`config.mk`:
```
export PLATFORM = sky130hd
export DESIGN_NAME = threefry_2x32_20_block_flat
export DESIGN_NICKNAME = d
export VERILOG_FILES = /design/src/design/thf_pkg.sv /design/src/design/thf_seed_if.sv /design/src/design/thf_draw_if.sv /design/src/design/thf_kinit.sv /design/src/design/thf_cell.sv /design/src/design/threefry_2x32_20_block.sv /design/src/flat_wrapper.sv
export VERILOG_INCLUDE_DIRS = /design/src /design/src/design
export SDC_FILE = /design/constraint.sdc
export NUM_CORES = 2
export LEC_CHECK = 0
export ABC_AREA = 1
export BUFFER_PORTS_ARGS = -buffer_cell sky130_fd_sc_hd__buf_2
export CORE_MARGIN = 3
export CORE_UTILIZATION = 50
export CTS_CLUSTER_SIZE = 8
export DETAILED_ROUTE_END_ITERATION = 6
export GPL_ROUTABILITY_DRIVEN = 1
export PLACE_DENSITY = 0.68
export SYNTH_ARGS = -nofsm -noshare
export SYNTH_HDL_FRONTEND = slang
export SYNTH_SLANG_ARGS = --single-unit
```
`constraint.sdc`:
```
create_clock -name clk -period 29.3 [get_ports clk]
set_clock_uncertainty 0.1 [all_clocks]
set_input_delay 0 -clock clk [delete_from_list [all_inputs] [get_ports clk]]
set_output_delay 0 -clock clk [all_outputs]
set_load 0.05 [all_outputs]
```
`src/design/threefry_2x32_20_block_defines.svh`:
```
// Assertion macros shared by the Threefry-2x32 block.
// Expects clk and arst_n in the scope of use.
`ifndef THREEFRY_2X32_20_BLOCK_DEFINES_SVH
`define THREEFRY_2X32_20_BLOCK_DEFINES_SVH

// cond must hold at every edge outside reset
`define THF_AST_HOLD(lbl, cond, msg) \
	lbl: assert property (@(posedge clk) disable iff (!arst_n) (cond)) else $error(msg);

// ante at one edge implies cons at the next
`define THF_AST_NEXT(lbl, ante, cons, msg) \
	lbl: assert property (@(posedge clk) disable iff (!arst_n) (ante) |=> (cons)) \
		else $error(msg);

`endif

```
`src/design/thf_pkg.sv`:
```
// Threefry-2x32 package: round count, rotation table, lane type, rotate helper.
// No dependencies.
`default_nettype none
package thf_pkg;
	localparam int ROUNDS = 20;
	localparam int RIDX_W = ($clog2(ROUNDS) < 3) ? 3 : $clog2(ROUNDS);
	localparam logic [31:0] PARITY_WORD = 32'h1BD1_1BDA;
	localparam logic [4:0] ROT_AMT [8] = '{5'd13, 5'd15, 5'd26, 5'd6,
	                                       5'd17, 5'd29, 5'd16, 5'd24};

	typedef struct packed {
		logic [31:0] a;
		logic [31:0] b;
		logic [31:0] ks0;
		logic [31:0] ks1;
		logic [31:0] ks2;
	} thf_lane_t;

	function automatic logic [31:0] rotl32(input logic [31:0] v, input logic [4:0] n);
		logic [63:0] t;
		t = {v, v} << n;
		return t[63:32];
	endfunction
endpackage
`default_nettype wire

```
`src/design/thf_seed_if.sv`:
```
// Request channel carrying key and counter words.
// No dependencies.
`default_nettype none
interface thf_seed_if;
	logic        valid;
	logic        ready;
	logic [31:0] key_lo;
	logic [31:0] key_hi;
	logic [31:0] count_lo;
	logic [31:0] count_hi;

	modport source (output valid, key_lo, key_hi, count_lo, count_hi, input ready);
	modport sink (input valid, key_lo, key_hi, count_lo, count_hi, output ready);
endinterface
`default_nettype wire

```
`src/design/thf_draw_if.sv`:
```
// Result channel carrying the two random words.
// No dependencies.
`default_nettype none
interface thf_draw_if;
	logic        valid;
	logic        ready;
	logic [31:0] rand_lo;
	logic [31:0] rand_hi;

	modport source (output valid, rand_lo, rand_hi, input ready);
	modport sink (input valid, rand_lo, rand_hi, output ready);
endinterface
`default_nettype wire

```
`src/design/thf_kinit.sv`:
```
// Entry stage: builds the key schedule and adds the key to the counter.
// Depends on thf_pkg and thf_seed_if.
`default_nettype none
module thf_kinit
	import thf_pkg::*;
(
	input  wire logic  clk,
	input  wire logic  arst_n,
	thf_seed_if.sink   seed,
	output thf_lane_t  dn_lane,
	output logic       dn_valid,
	input  wire logic  dn_ready
);
	logic      vld_q;
	thf_lane_t lane_q;
	logic      adv;

	assign adv        = !vld_q || dn_ready;
	assign seed.ready = adv;

	always_ff @(posedge clk or negedge arst_n) begin
		if (!arst_n) begin
			vld_q <= 1'b0;
		end else if (adv) begin
			vld_q <= seed.valid;
		end
	end

	always_ff @(posedge clk) begin
		if (adv && seed.valid) begin
			lane_q.a   <= seed.count_lo + seed.key_lo;
			lane_q.b   <= seed.count_hi + seed.key_hi;
			lane_q.ks0 <= seed.key_lo;
			lane_q.ks1 <= seed.key_hi;
			lane_q.ks2 <= PARITY_WORD ^ seed.key_lo ^ seed.key_hi;
		end
	end

	assign dn_lane  = lane_q;
	assign dn_valid = vld_q;
endmodule
`default_nettype wire

```
`src/design/thf_cell.sv`:
```
// One Threefry round with optional key injection, registered, elastic handshake.
// Depends on thf_pkg.
`default_nettype none
module thf_cell
	import thf_pkg::*;
(
	input  wire logic              clk,
	input  wire logic              arst_n,
	input  wire logic [RIDX_W-1:0] round_idx,
	input  wire thf_lane_t         up_lane,
	input  wire logic              up_valid,
	output logic                   up_ready,
	output thf_lane_t              dn_lane,
	output logic                   dn_valid,
	input  wire logic              dn_ready
);
	logic          vld_q;
	thf_lane_t     lane_q;
	thf_lane_t     nxt;
	logic          adv;
	logic [RIDX_W:0] rp1;
	logic [31:0]   inj;
	logic [31:0]   a1;
	logic [31:0]   b1;

	assign adv      = !vld_q || dn_ready;
	assign up_ready = adv;
	assign rp1      = {1'b0, round_idx} + {{RIDX_W{1'b0}}, 1'b1};
	assign inj      = {{(31 - RIDX_W + 2){1'b0}}, rp1[RIDX_W:2]};

	always_comb begin
		a1  = up_lane.a + up_lane.b;
		b1  = rotl32(up_lane.b, ROT_AMT[round_idx[2:0]]) ^ a1;
		nxt = up_lane;
		nxt.a = a1;
		nxt.b = b1;
		if (rp1[1:0] == 2'b00) begin
			// key words rotate so the next injection again reads ks1/ks2
			nxt.a   = a1 + up_lane.ks1;
			nxt.b   = b1 + up_lane.ks2 + inj;
			nxt.ks0 = up_lane.ks1;
			nxt.ks1 = up_lane.ks2;
			nxt.ks2 = up_lane.ks0;
		end
	end

	always_ff @(posedge clk or negedge arst_n) begin
		if (!arst_n) begin
			vld_q <= 1'b0;
		end else if (adv) begin
			vld_q <= up_valid;
		end
	end

	always_ff @(posedge clk) begin
		if (adv && up_valid) begin
			lane_q <= nxt;
		end
	end

	assign dn_lane  = lane_q;
	assign dn_valid = vld_q;
endmodule
`default_nettype wire

```
`src/design/threefry_2x32_20_block.sv`:
```
// Threefry-2x32 top level: entry stage followed by a chain of round cells.
// Depends on thf_pkg, thf_seed_if, thf_draw_if, thf_kinit, thf_cell, threefry_2x32_20_block_defines.svh.
//
// channel  dir  fields                               handshake
// seed     in   key_lo key_hi count_lo count_hi      valid/ready
// draw     out  rand_lo rand_hi                      valid/ready
//
// One request per cycle sustained while draw is ready; stages are the entry add, then one cell per round.
// Every stage holds its own valid bit, so bubbles close up while draw stalls.
// The last cell's register is the output register.
// Reset clears only valid bits; no clearing pass.
`default_nettype none
`include "threefry_2x32_20_block_defines.svh"
module threefry_2x32_20_block
	import thf_pkg::*;
(
	input  wire logic  clk,
	input  wire logic  arst_n,
	thf_seed_if.sink   seed,
	thf_draw_if.source draw
);
	thf_lane_t lane [ROUNDS+1];
	logic      vld  [ROUNDS+1];
	logic      rdy  [ROUNDS+1];

	thf_kinit u_kinit (
		.clk      (clk),
		.arst_n   (arst_n),
		.seed     (seed),
		.dn_lane  (lane[0]),
		.dn_valid (vld[0]),
		.dn_ready (rdy[0])
	);

	for (genvar r = 0; r < ROUNDS; r++) begin : g_cell
		thf_cell u_cell (
			.clk       (clk),
			.arst_n    (arst_n),
			.round_idx (RIDX_W'(r)),
			.up_lane   (lane[r]),
			.up_valid  (vld[r]),
			.up_ready  (rdy[r]),
			.dn_lane   (lane[r+1]),
			.dn_valid  (vld[r+1]),
			.dn_ready  (rdy[r+1])
		);
	end

	assign rdy[ROUNDS] = draw.ready;
	assign draw.valid  = vld[ROUNDS];
	assign draw.rand_lo = lane[ROUNDS].a;
	assign draw.rand_hi = lane[ROUNDS].b;

	`THF_AST_HOLD(a_stall_needs_full, seed.ready || vld[0], "entry stalled while empty")
	`THF_AST_HOLD(a_ready_chain, !draw.ready || seed.ready, "ready chain broken")
	`THF_AST_NEXT(a_entry_moves, vld[0] && rdy[0], vld[1], "entry request lost")
endmodule
`default_nettype wire
```
`src/flat_wrapper.sv`:
```
// flat-port wrapper written by rule: the top's interface ports become plain ports
module threefry_2x32_20_block_flat import thf_pkg::*;
  (clk, arst_n, seed_valid, seed_key_lo, seed_key_hi, seed_count_lo, seed_count_hi, seed_ready, draw_valid, draw_rand_lo, draw_rand_hi, draw_ready);
  thf_seed_if seed_i ();
  thf_draw_if draw_i ();
  input  wire logic clk;
  input  wire logic arst_n;
  input wire logic [$bits(seed_i.valid)-1:0] seed_valid;
  input wire logic [$bits(seed_i.key_lo)-1:0] seed_key_lo;
  input wire logic [$bits(seed_i.key_hi)-1:0] seed_key_hi;
  input wire logic [$bits(seed_i.count_lo)-1:0] seed_count_lo;
  input wire logic [$bits(seed_i.count_hi)-1:0] seed_count_hi;
  output wire logic [$bits(seed_i.ready)-1:0] seed_ready;
  output wire logic [$bits(draw_i.valid)-1:0] draw_valid;
  output wire logic [$bits(draw_i.rand_lo)-1:0] draw_rand_lo;
  output wire logic [$bits(draw_i.rand_hi)-1:0] draw_rand_hi;
  input wire logic [$bits(draw_i.ready)-1:0] draw_ready;
  assign seed_i.valid = seed_valid;
  assign seed_i.key_lo = seed_key_lo;
  assign seed_i.key_hi = seed_key_hi;
  assign seed_i.count_lo = seed_count_lo;
  assign seed_i.count_hi = seed_count_hi;
  assign seed_ready = seed_i.ready;
  assign draw_valid = draw_i.valid;
  assign draw_rand_lo = draw_i.rand_lo;
  assign draw_rand_hi = draw_i.rand_hi;
  assign draw_i.ready = draw_ready;
  threefry_2x32_20_block u_core (.clk(clk), .arst_n(arst_n), .seed(seed_i), .draw(draw_i));
endmodule
```
* Word-level counts from Yosys, hierarchy flattened
Index checks and enable logic that the tools add are counted.
** Storage, ports and cells
- Register bits :: 3157
- Input port bits :: 132
- Output and inout bits :: 66
- Logic and storage cells :: 241
** Cells by class
- Add/subtract/negate cells :: 37
- Bitwise gates (word level) :: 22
- Reductions and logical operators :: 63
** Operators by type and width (number)
- 32-bit adder :: 32
- 32-bit XOR :: 21
- 32-bit by 2-bit adder with 32-bit output (second input constant) :: 2
- 32-bit by 3-bit adder with 32-bit output (second input constant) :: 2
- 32-bit by 1-bit adder with 32-bit output (second input constant) :: 1
- 1-bit logical AND :: 21
- 1-bit zero test :: 21
- 1-bit logical OR :: 21
- 17-bit inverter :: 1

* Longest topological paths before layout
- Depth after elaboration :: 23
- Gate-level depth with buffers :: 29
- Gate-level depth less buffers :: 29

* By module
Synthesis repeated with hierarchy kept, for this count alone.
** Unflattened totals
- Cell total of the unflattened synthesis :: 43479
- Area, all modules :: 308298.2 sq um
** By module, submodules not included
- thf_cell at u_core.g_cell[17].u_cell ... :: instances 8, cells each 2102, area each 14933.1 sq um, seq. area each 4829.6 sq um
- thf_cell at u_core.g_cell[11].u_cell ... :: instances 5, cells each 2139, area each 14951.8 sq um, seq. area each 4829.6 sq um
- thf_cell at u_core.g_cell[4].u_cell ... :: instances 2, cells each 2121, area each 14855.5 sq um, seq. area each 4829.6 sq um
- thf_cell at u_core.g_cell[6].u_cell :: instances 1, cells each 2115, area each 14999.4 sq um, seq. area each 4829.6 sq um
- thf_cell at u_core.g_cell[16].u_cell :: instances 1, cells each 2100, area each 14890.5 sq um, seq. area each 4829.6 sq um
- thf_cell at u_core.g_cell[3].u_cell :: instances 1, cells each 2106, area each 14874.3 sq um, seq. area each 4829.6 sq um
- thf_cell at u_core.g_cell[0].u_cell :: instances 1, cells each 2118, area each 14859.3 sq um, seq. area each 4829.6 sq um
- thf_cell at u_core.g_cell[10].u_cell :: instances 1, cells each 2105, area each 14845.5 sq um, seq. area each 4829.6 sq um
- thf_kinit :: instances 1, cells each 1180, area each 9887.0 sq um, seq. area each 4829.6 sq um
- threefry_2x32_20_block :: instances 1, cells each 2, area each 7.5 sq um, seq. area each 0.0 sq um

* Worst setup path before layout
Ideal clock, no wire load.
- Kind :: reg2reg
- Start point :: register u_core.g_cell[19].u_cell.vld_q
- End point :: register u_core.u_kinit.lane_q, in the netlist u_core.u_kinit.dn_lane[0], enable pin
- Library setup time :: 0.732 ns
- Arrival :: 9.019 ns
- Data required time :: 28.468 ns
- Slack :: 19.448 ns
- Cell stages (with the launch flop) :: 12
- Path buffers :: 0
- Clock period less this slack :: 9.852 ns
- Cells stage by stage :: dfrtp_1 -> nand4_2 -> nor2_4 -> nand4_4 -> nor2_4 -> nand4_4 -> nor2_4 -> nand4_4 -> nor2_4 -> nand4_4 -> nor2_4 -> a21oi_1
** On the way
- Longest elaborated chain between the ends :: 23
** Ends and longest elaborated chain
- from (decl) :: RTL line thf_cell.sv:17 : logic vld_q;
- from (signal assigned) :: RTL line thf_cell.sv:51 : vld_q <= up_valid;
- 1-bit zero test :: RTL line thf_cell.sv:26 : assign adv = !vld_q || dn_ready;
- 1-bit logical OR (20 in a row) :: RTL line thf_cell.sv:26
- 1-bit logical OR :: RTL line thf_kinit.sv:18 : assign adv = !vld_q || dn_ready;
- 1-bit logical AND :: RTL line thf_kinit.sv:30 : if (adv && seed.valid) begin
- to (decl) :: RTL line thf_kinit.sv:15 : thf_lane_t lane_q;
Every way passes these cells.
A chain may end at the register's enable or synchronous reset.

==> results.py <==
metrics = {
    "cts": {
        "cts_max_path_buffers": 4,
        "clk_pin_slew_ns": 0.05,
        "cts.sinks": 3157,
        "htree_levels": 5,
        "clock-root-buffer": "clkbuf_16",
        "post_cts_resized": 0,
        "cts_buffers": 437,
        "clk_latency_ns": 0.96,
        "cts_tree": "built",
    },
    "synthesis": {
        "synth_flop_cell": "edfxtp_1",
        "synth_nets": 14000,
        "async_flop_share": 0.00665,
        "synth_seq_area_share": 0.611,
        "synth_edf_count": 3136,
        "syn_area_um2": 155000,
        "ys_ff_latch": 3157,
        "ys_types": 59,
        "netlist_instances": 12700,
        "syn_area_per_cell_um2": 12.2,
        "ys_warn_count": 0,
    },
    "worst_setup_path": {
        "worstPathCellList": "ha_1 -> inv_1 -> fa_1 -> o21a_1 -> o21ai_2 -> a21boi_1 -> o21a_1 -> o21ai_2 -> xor2_1 -> xor2_1 -> ha_1 -> ha_1 -> nand2_1 -> nand2_1 -> a31oi_1 -> nand2_1 -> a31oi_1 -> o21ai_0 -> a31oi_1 -> o21ai_0 -> xor2_1",
        "worstPathRequired_ns": 29.85,
        "critical_path.slowest_cell": "fa_1",
        "max_stage_delay_ns": 0.41,
        "crit_path_end_kind": "flip-flop",
        "crit_family": "compound AO/OA/AOI/OAI gates",
        "path_max_fanout": 5,
        "cp-start-kind": "flip-flop",
        "crit_arrival_ns": 5.80,
        "crit_buf_inv": 1,
        "crit_type": "reg2reg",
    },
    "layout": {
        "final_cells": 17900,
        "final_area_um2": 176000,
        "synthToLayoutAreaGrowth_pct": 13.8,
        "register_area_um2": 94700,
        "fillers": 24900,
        "multi_input_area_um2": 55800,
        "final_layout_size_suffix_gt1_frac": 0.0684,
        "fin_nets": 14900,
    },
    "grt": {
        "grt_pass1_vias": 96500,
        "grt_use_total": 0.274,
        "grt_start_max_net_pins": 101,
        "overflow": 0,
        "grt_pass1_wl_um": 640000,
        "antenna_found_initial": 17,
    },
    "sta": {
        "finalWorstSetupSlack_ns": 24.05,
        "worst_pin_slew_ns": 1.11,
        "finalMaxSlewViolations": 0,
        "period_share": 0.179,
        "min_period_ns": 5.25,
        "tns_ns": 0,
        "rsz0062_at_grt": "false",
        "finalSetupViolations": 0,
        "clock.fmax_ghz": 0.190,
        "slew_headroom": 0.261,
        "hold_viol_final": 0,
    },
    "route": {
        "first_iter_violations": 9357,
        "post_drt_wl_per_cell_um": 24.7,
        "drtAntennaViolNets": 0,
        "firstDrtPassIters": 6,
        "vias": 98700,
        "viasPerCell": 5.52,
        "drc": 0,
        "totalWireLength_um": 441000,
    },
    "placement": {
        "place_congestion": 0.979,
        "numPortBuffers": 197,
        "dp_slack_ns": 24.21,
        "dp_cells": 17100,
        "dp_hpwl_um": 344000,
        "place_area_um2": 162000,
    },
    "floorplanning": {
        "ios": 198,
        "row_count": 203,
        "die-area_um2": 317000,
        "initial_core_util": 0.505,
        "core_um2": 307000,
        "die_h_um": 563,
        "die_w_um": 563,
    },
    "hold_path": {
        "hold_class": "in2reg",
    },
    "outcome": {
        "status": "finished, final reports clean",
    },
    "job": {
        "max-cap-violations": 0,
    },
}
[final cells by class]
cell class                      count  share of cell area
Sequential cell                  3157               0.537
Multi-Input combinational cell   8361               0.317
Clock buffer                      503              0.0637
Tap cell                         4100              0.0291
Inverter                         1191              0.0256
Timing Repair Buffer              514              0.0231
Clock inverter                     38             0.00470
Antenna cell                        5           0.0000710
[stage by stage]
step           utilization  hold slack (ns)
2_1_floorplan            -           -0.396
3_3_place_gp         0.526          -0.0740
3_5_place_dp         0.526          -0.0656
4_1_cts              0.574          0.00232
5_1_grt              0.574           0.0719
6_report             0.574           0.0772
[final timing paths]
path	slack, ns	end	cells after the start	from
worst max-delay path	24.05	u_core.g_cell[15].u_cell.dn_lane[123]	21	u_core.g_cell[14].u_cell.dn_lane[96]
worst min-delay path	0.08	u_core.u_kinit.dn_lane[129]	5	seed_key_lo[1]
worst max register to register	24.05	u_core.g_cell[15].u_cell.dn_lane[123]	21	u_core.g_cell[14].u_cell.dn_lane[96]
worst min register to register	0.25	u_core.g_cell[5].u_cell.dn_lane[37]	0	u_core.g_cell[4].u_cell.dn_lane[37]
max in group asynchronous	28.36	u_core.g_cell[10].u_cell.dn_valid	5	arst_n
min in group asynchronous	0.58	u_core.g_cell[7].u_cell.dn_valid	5	arst_n
[cell usage after synthesis, types with 33 or more instances]
library cell / n / share of area
o21ai_1: 54 / 0.0017
edfxtp_1: 3136 / 0.61
nand4_1: 44 / 0.0018
a31oi_1: 118 / 0.0048
inv_1: 1190 / 0.029
xor2_1: 1116 / 0.063
nor3_1: 165 / 0.0053
nand3_1: 298 / 0.0096
o21ai_2: 75 / 0.0042
a21boi_1: 47 / 0.0023
nand2_1: 2121 / 0.051
o21ai_0: 438 / 0.014
o21a_1: 33 / 0.0016
a21o_1: 160 / 0.0078
xnor2_1: 393 / 0.022
o21bai_1: 55 / 0.0027
ha_1: 1112 / 0.090
nor4_1: 47 / 0.0019
nor2_1: 684 / 0.017
a21oi_1: 1077 / 0.035
[metal layers]
metal / part of all wire / global-route usage / vias to the layer above
met5: 0.000086 / 0 / -
met4: 0.045 / 0.108 / 6
met3: 0.058 / 0.0358 / 696
met2: 0.47 / 0.450 / 3013
met1: 0.42 / 0.371 / 48100
li1: - / - / 46900
[cell families (layout without fill, tap and decap cells)]
kind of cell    after synthesis  count (layout)  synth area share
flops                      3157            3157             0.611
other cells                   0               5                 0
simple gates               3425            3425            0.0902
buf+inv                    1193            2246            0.0289
fa+ha+maj                  1144            1144            0.0939
xor+xnor                   1548            1548            0.0904
compound gates             2244            2244            0.0853
[timing repair]
item,CTS,global route
endpoints found under the hold margin,430,0
hold buffers,272,0
setup buffers,0,0
[tightest hold or removal path, stage by stage]
cell           delay (ns)
dlygate4sd3_1        0.53
buf_2                0.15
inv_1                0.08
fa_1                 0.16
inv_1                0.04
[sequential cells by signal, indices dropped and copies added, names as in the netlist]
signal                         cells
u_core.g_cell.u_cell.dn_lane    2976
u_core.g_cell.u_cell.dn_valid     20
u_core.u_kinit.dn_lane           160
u_core.u_kinit.dn_valid            1
[layout by cell type (no fill, tap or decap), drive strengths merged, types with 21 or more instances in the layout]
master and count:
edfxtp 3136, nand2 2124, inv 1191, xor2 1130, ha 1112, a21oi 1106, nor2 699, o21ai 567
clkbuf 503, xnor2 393, nand3 301, dlygate4sd3 271, buf 243, a21o 167, nor3 165, a31oi 118
a21boi 74, o21bai 68, nand4 49, nor4 47, o211ai 38, clkinv 37, o21a 33, fa 32
nand3b 30, xnor3 24, dfrtp 21
Power is left out: the tool's default activity adds up to more than one toggle a clock period on the data nets, which glitch-free logic cannot reach.
